--- src/design/tsst_pkg.sv ---
// Shared types and constants for the section table tracker.
package tsst_pkg;

  localparam int unsigned CNT_W = 9;
  localparam int unsigned HDR_W = 13;
  localparam int unsigned CRC_W = 32;

  typedef enum logic [2:0] {
    STAT_IGNORE  = 3'd0,
    STAT_INITIAL = 3'd1,
    STAT_CHANGE  = 3'd2,
    STAT_PRESENT = 3'd3,
    STAT_APPEND  = 3'd4
  } status_e;

  typedef enum logic [1:0] {
    S_IDLE,
    S_HDR,
    S_CRC
  } state_e;

  typedef enum logic {
    CMP_HDR,
    CMP_CRC
  } cmp_sel_e;

  typedef struct packed {
    logic [4:0]  table_version;
    logic [7:0]  section_index;
    logic [7:0]  final_index;
    logic [31:0] section_crc;
  } in_item_t;

  typedef struct packed {
    status_e status;
    logic    complete;
  } out_item_t;

  typedef struct packed {
    cmp_sel_e         sel;
    logic [HDR_W-1:0] hdr_a;
    logic [HDR_W-1:0] hdr_b;
    logic [CRC_W-1:0] crc_a;
    logic [CRC_W-1:0] crc_b;
  } cmp_req_t;

endpackage

--- src/design/tsst_cmp_unit.sv ---
// Shared equality unit: compares either the header pair or the CRC pair.
module tsst_cmp_unit (
  input  tsst_pkg::cmp_req_t req_i,
  output logic               eq_o
);
  import tsst_pkg::*;

  logic [CRC_W-1:0] op_a;
  logic [CRC_W-1:0] op_b;

  always_comb begin
    unique case (req_i.sel)
      CMP_HDR: begin
        op_a = {{(CRC_W-HDR_W){1'b0}}, req_i.hdr_a};
        op_b = {{(CRC_W-HDR_W){1'b0}}, req_i.hdr_b};
      end
      CMP_CRC: begin
        op_a = req_i.crc_a;
        op_b = req_i.crc_b;
      end
      default: begin
        op_a = '0;
        op_b = '0;
      end
    endcase
  end

  assign eq_o = (op_a == op_b);

endmodule

--- config.mk ---
export PLATFORM = sky130hd
export DESIGN_NAME = tsst_cmp_unit
export DESIGN_NICKNAME = d
export VERILOG_FILES = /design/src/design/tsst_pkg.sv /design/src/design/tsst_cmp_unit.sv
export SDC_FILE = /design/constraint.sdc
export NUM_CORES = 1
export LEC_CHECK = 0
export ABC_AREA = 0
export BUFFER_PORTS_ARGS = -buffer_cell sky130_fd_sc_hd__buf_2
export CAP_MARGIN = 20
export CORE_AREA = 2 2 47 49
export DETAILED_ROUTE_END_ITERATION = 6
export DIE_AREA = 0 0 49 51
export MAX_ROUTING_LAYER = met4
export PLACE_DENSITY = 0.77
export SLEW_MARGIN = 20
export SYNTH_ARGS = -nofsm -noshare
export SYNTH_HDL_FRONTEND = slang
export SYNTH_SLANG_ARGS = --single-unit
export TNS_END_PERCENT = 10
--- constraint.sdc ---
create_clock -name vclk -period 1
set_input_delay 0.05 -clock vclk [all_inputs]
set_output_delay 0.05 -clock vclk [all_outputs]
set_load 0.05 [all_outputs]
==> impl_metrics.py, run 1 <==
metrics = {
    "timing": {
        "max_slew_margin_pct": 77.97,
        "rsz0062_at_grt": "true",
        "final_max_slew_viol_count": 0,
        "fin_crit_ns": 1.246,
        "setup_violations": 1,
        "fin_crit_sh_pct": 124.6,
        "worst_pin_slew_ns": 0.3288,
        "fmax_mhz": 802.6,
        "hold_viol_final": 0,
        "post-route-worst-setup-slack_ns": -0.2460,
        "fin_setup_tns_ns": -0.2460,
    },
    "die": {
        "design.core.area_mm2": 0.002063,
        "fp.dieH_um": 51,
        "start_util_pct": 25.41,
        "ioPinCount": 92,
        "design.die.area_mm2": 0.002499,
        "die_x_um": 49,
        "rows": 17,
    },
    "cells_and_area": {
        "fin_util_pct": 52.21,
        "n_antenna_cell": 0,
        "layout_common_cells": "buf_2, xor2_1, xnor2_1, nor4_2, nand4_1",
        "final_cells": 183,
        "final_cell_area_mm2": 0.001077,
        "clock_buffers": 0,
        "seqCellArea_um2": 0,
        "area_delta_synth_final_pct": 105.5,
        "drive_gt1_share_pct": 65.16,
        "numSequentialCells": 0,
        "final_nets": 248,
        "layout_commonest_cell": "buf_2",
    },
    "synth": {
        "syn_inst": 62,
        "synthesis.area_um2": 524.3,
        "synth-warning-count": 0,
        "synth_nets": 153,
        "seq_area_frac_synth_pct": 0,
        "synth.avg_cell_area_um2": 8.456,
        "synth.distinct_cells": 9,
    },
    "drt": {
        "wirelength_um": 1664,
        "vias": 786,
        "detail-route-antenna-nets": 0,
        "drcViolationCount": 0,
        "via_per_inst": 4.295,
        "firstDrtPassIters": 4,
        "drt_iter0_markers": 8,
        "post_drt_wl_per_cell_um": 9.093,
    },
    "worst_setup_path": {
        "cp-start-kind": "input port",
        "cpPeakStageDelay_ns": 0.28,
        "crit_path_frequent_cell": "buf_6",
        "worstSetupPathType": "in2out",
        "cp_max_fo": 1,
        "crit_slowest_cell": "nor4_2",
        "end_kind": "output port",
        "arrival_ns": 1.20,
        "cp.required_ns": 0.95,
        "cp_cell_sequence": "buf_6 -> xor2_1 -> nor4_2 -> nand4_1 -> a211oi_4 -> buf_6",
    },
    "pwr": {
        "peakVddDrop_mv": 0.1837,
        "combinationalPowerShare_pct": 100.0,
        "p_per_area_mw_per_mm2": 367.1,
        "seq_power_share_pct": 0,
        "internal_power_w": 0.0002401,
        "p_leak_nw": 0.5305,
        "switching_power_w": 0.0001555,
        "clkPwrFrac_pct": 0,
        "netSwitchingFraction_pct": 39.31,
    },
    "clocking": {
        "post-cts-setup-buffers": 0,
        "cts_hold_buf": 0,
    },
    "status": {
        "status": "complete, but fails checks",
        "violations": "setup timing",
    },
    "hold_path": {
        "hold_class": "in2out",
    },
    "grt": {
        "track_usage_pct": 13.47,
        "grt.overflow.total": 0,
        "grt_pass1_vias": 748,
        "antenna_found_initial": 0,
        "grt_max_degree": 4,
        "grt_first_pass_wirelength_um": 2753,
    },
    "place": {
        "place_ws_ns": -0.3803,
        "dpl.hpwl_um": 1633,
        "routabilityCongestion": 0.6738,
        "place_inst": 183,
        "io_buffer_count": 92,
        "placed_cell_area_mm2": 0.001040,
    },
    "job": {
        "drv_cap": 0,
    },
}
## power by group through the flow
stage | Sequential (W) | Combinational [W] | Clock, W
finish | 0 | 0.000396 | 0
global route | 0 | 0.000439 | 0
CTS | 0 | 0.000393 | 0
detailed placement | 0 | 0.000389 | 0
global placement | 0 | 0.000376 | 0
floorplan | 0 | 0.000163 | 0
## cell families after synthesis
group | count (synthesis) | share of synthesized area, %
xor+xnor | 45 | 75.18
simple gates | 14 | 21.00
compound gates | 3 | 3.819
## per-layer routing
layer / part of all wire (%) / global-route usage, %
met1: 32 / 13.36
met2: 57 / 29.68
met3: 11 / 1.170
met4: 0 / 0
met5: 0 / -
## cell usage after synthesis, drive strengths merged
cell / count / area share [%]
a211oi: 1 / 1.4
a31oi: 2 / 2.4
nand3: 1 / 0.95
nand4: 5 / 6.0
nor3: 1 / 0.95
nor4: 7 / 13
xnor2: 21 / 35
xor2: 24 / 40
## critical path: cells and delay by family
kind	cells	cell delay, ns
AO/OA/AOI/OAI	1	0.25
XOR/XNOR	1	0.16
buffers and inverters	2	0.28
AND/OR/NAND/NOR	2	0.46
## stage by stage
stage | power [W] | hold slack (ns)
finish | 0.0003955 | 0.5653
global route | 0.0004390 | 0.6027
CTS | 0.0003929 | 0.5565
detailed placement | 0.0003889 | 0.6089
global placement | 0.0003762 | 0.6116
floorplan | 0.0001634 | 0.2091
## worst paths after layout
| path | to | depth (start not counted) | from | slack (ns) |
|---|---|---|---|---|
| max | eq_o | 6 | req_i[21] | -0.25 |
| min | eq_o | 4 | req_i[90] | 0.57 |
## area by class of cell
class,instances,area (µm²)
well taps,28,35.03
repair buffers,93,486.7
multi-input cells,62,555.5
fillers,198,985.9
## repair_timing
| action | in CTS | in global routing |
|---|---|---|
| pin swaps | 1 | 3 |
| setup endpoints to repair | 1 | 1 |
| resized for setup | 3 | 4 |
(Power assumes the default switching activity.)
==> run 2: changes to the inputs <==
Settings changed: ABC_AREA 0 to 1, CORE_AREA 2 2 47 49 to 2 2 52 54, DIE_AREA 0 0 49 51 to 0 0 54 56, PLACE_DENSITY 0.77 to 0.8.
==> run 2 against run 1 <==
  * The flow still finishes with violations (setup timing)
  * Area after synthesis grew 74%
  * Synthesized cell count grew to 2.9 times the previous value
  * Fmax grew 11%
  * Critical endpoint unchanged
  * Non-clock buffer count grew 6
  * Via count grew 79%
  * Flip-flop and latch count is the same
  * Combinational power grew 36%
  * Routed wire length grew 77%
  * Count of clock-buffer cells in the layout is the same
  * First-iteration DRC count grew to 2.8 times the previous value
  * Cell count grew 68%
  * Worst hold slack gained 0.14 ns
==> impl_metrics.py, run 2 <==
metrics = {
    "status": {
        "status": "complete, but fails checks",
        "violations": "setup timing",
    },
    "cells_and_area": {
        "final_cell_area_mm2": 0.001533,
        "seqCellArea_um2": 0,
        "n_antenna_cell": 0,
        "nFillCells": 258,
        "clock_buffers": 0,
        "final_nets": 370,
        "multi_input_area_um2": 760.7,
        "layout_common_cells": "buf_2, nand2_1, nand3b_1, inv_1, nor2_1",
        "layout_commonest_cell": "buf_2",
        "numSequentialCells": 0,
        "area_delta_synth_final_pct": 68.50,
        "drive_gt1_share_pct": 37.18,
    },
    "synth": {
        "seq_area_frac_synth_pct": 0,
        "synth-compound-area-share_pct": 3.026,
        "netlist_top_cells_area": "nand2_1, nand3b_1, inv_1",
        "synth-warning-count": 0,
        "synth.distinct_cells": 12,
        "yosysMostFrequentCell": "nand2_1",
        "synth-xor-area-share_pct": 11.55,
        "yosys-top-cells-count": "nand2_1, inv_1, nand3b_1, nor2_1",
        "synth_top_family_by_area": "simple AND/OR/NAND/NOR gates",
        "synth_nets": 273,
        "synthSimpleGateAreaFrac_pct": 67.68,
        "synth.avg_cell_area_um2": 4.998,
        "synth_adder_area_share_pct": 0,
        "synthesis.area_um2": 909.6,
        "yosysTopAreaCellShare_pct": 28.06,
        "syn_inst": 182,
        "synth_mux_area_share_pct": 0,
        "yosys.area.top_type": "nand2_1",
    },
    "drt": {
        "vias": 1405,
        "detail-route-antenna-nets": 0,
        "drcViolationCount": 0,
        "firstDrtPassIters": 5,
        "wirelength_um": 2951,
        "via_per_inst": 4.577,
        "post_drt_wl_per_cell_um": 9.612,
        "drt_iter0_markers": 22,
    },
    "timing": {
        "hold_ws_ns": 0.7021,
        "setup_violations": 1,
        "fin_crit_ns": 1.126,
        "fmax_mhz": 888.3,
        "max_slew_margin_pct": 88.26,
        "post-route-worst-setup-slack_ns": -0.1258,
        "hold_viol_final": 0,
        "final_max_slew_viol_count": 0,
        "rsz0062_at_grt": "true",
        "fin_crit_sh_pct": 112.6,
        "worst_pin_slew_ns": 0.1742,
        "fin_setup_tns_ns": -0.1258,
    },
    "worst_setup_path": {
        "cp_cell_sequence": "buf_12 -> buf_12 -> nand3b_1 -> nand2_1 -> nor2_2 -> nand2_1 -> nor2_1 -> nand2_1 -> nor2_4 -> buf_8",
        "endpoint": "eq_o",
        "cpPeakStageDelay_ns": 0.15,
        "cp_max_fo": 11,
        "worstSetupPathType": "in2out",
        "cp.required_ns": 0.95,
        "crit_path_frequent_cell": "nand2_1",
        "arrival_ns": 1.08,
        "crit_slowest_cell": "buf_8",
        "crit_path_start": "req_i[90]",
        "cp-start-kind": "input port",
        "end_kind": "output port",
    },
    "pwr": {
        "netSwitchingFraction_pct": 43.01,
        "switching_power_w": 0.0002321,
        "clkPwrFrac_pct": 0,
        "p_per_area_mw_per_mm2": 352.0,
        "combinationalPowerShare_pct": 100.0,
        "total_power_w": 0.0005396,
        "peakVddDrop_mv": 0.2139,
        "internal_power_w": 0.0003075,
        "seq_power_share_pct": 0,
        "p_leak_nw": 0.9699,
    },
    "die": {
        "die_x_um": 54,
        "design.core.area_mm2": 0.002432,
        "start_util_pct": 37.40,
        "rows": 18,
        "design.die.area_mm2": 0.003024,
        "fp.dieH_um": 56,
        "ioPinCount": 92,
    },
    "place": {
        "placed_cell_area_mm2": 0.001409,
        "dpl.hpwl_um": 2207,
        "place_ws_ns": -0.2448,
        "io_buffer_count": 92,
        "routabilityCongestion": 0.7090,
    },
    "grt": {
        "grt_max_degree": 12,
        "track_usage_pct": 19.62,
        "antenna_found_initial": 0,
        "grt_pass1_vias": 1324,
        "grt_first_pass_wirelength_um": 4692,
        "grt.overflow.total": 0,
    },
    "clocking": {
        "cts_hold_buf": 0,
        "post-cts-setup-buffers": 0,
    },
    "hold_path": {
        "hold_class": "in2out",
    },
    "job": {
        "drv_cap": 0,
    },
}
## run 2: layout make-up
cell class | instances | area share (%)
multi-input cells | 148 | 49.63
repair buffers | 99 | 40.57
well taps | 30 | 2.449
inverters | 30 | 7.347
## run 2: worst min path at each step
stage | cells after the start | from | endpoint | slack (ns)
after detailed placement | 9 | req_i[63] | eq_o | 0.75
after floorplan | 7 | req_i[68] | eq_o | 0.48
after global placement | 9 | req_i[63] | eq_o | 0.74
after CTS | 9 | req_i[52] | eq_o | 0.72
final | 9 | req_i[52] | eq_o | 0.70
after global routing | 9 | req_i[52] | eq_o | 0.76
## run 2: repair_timing
item,CTS,global route
pin swaps,15,8
endpoints found under the setup margin,1,1
cloned,3,0
resized for setup,13,2
## run 2: cells by family (layout without fill, tap and decap cells)
group / count (synthesis) / in the layout
XOR/XNOR: 12 / 12
AND/OR/NAND/NOR: 131 / 131
AO/OA/AOI/OAI: 5 / 5
buffers and inverters: 34 / 129
## run 2: worst max-delay path: cells and delay by family
kind	cells	cell delay, ns
simple gates	7	0.61
buf+inv	3	0.41
## run 2: stage by stage
| stage | util [%] | instances |
|---|---|---|
| detailed placement | 57.92 | 304 |
| global route | 63.01 | 307 |
| CTS | 62.81 | 307 |
| global placement | 57.92 | 304 |
| finish | 63.01 | 307 |
| floorplan | - | 182 |
## run 2: power groups by stage
stage | combinational (W) | sequential [W] | clock (W)
2_1_floorplan | 0.000247 | 0 | 0
3_3_place_gp | 0.000463 | 0 | 0
3_5_place_dp | 0.000472 | 0 | 0
4_1_cts | 0.000526 | 0 | 0
5_1_grt | 0.000608 | 0 | 0
6_report | 0.000540 | 0 | 0
## run 2: per-layer routing
metal / global-route usage [%] / vias to the layer above / wire (µm)
met5: - / - / 0
met4: 2.143 / 0 / 25
met3: 2.151 / 5 / 294
met2: 41.11 / 73 / 1503
met1: 18.11 / 580 / 1127
li1: - / 747 / -
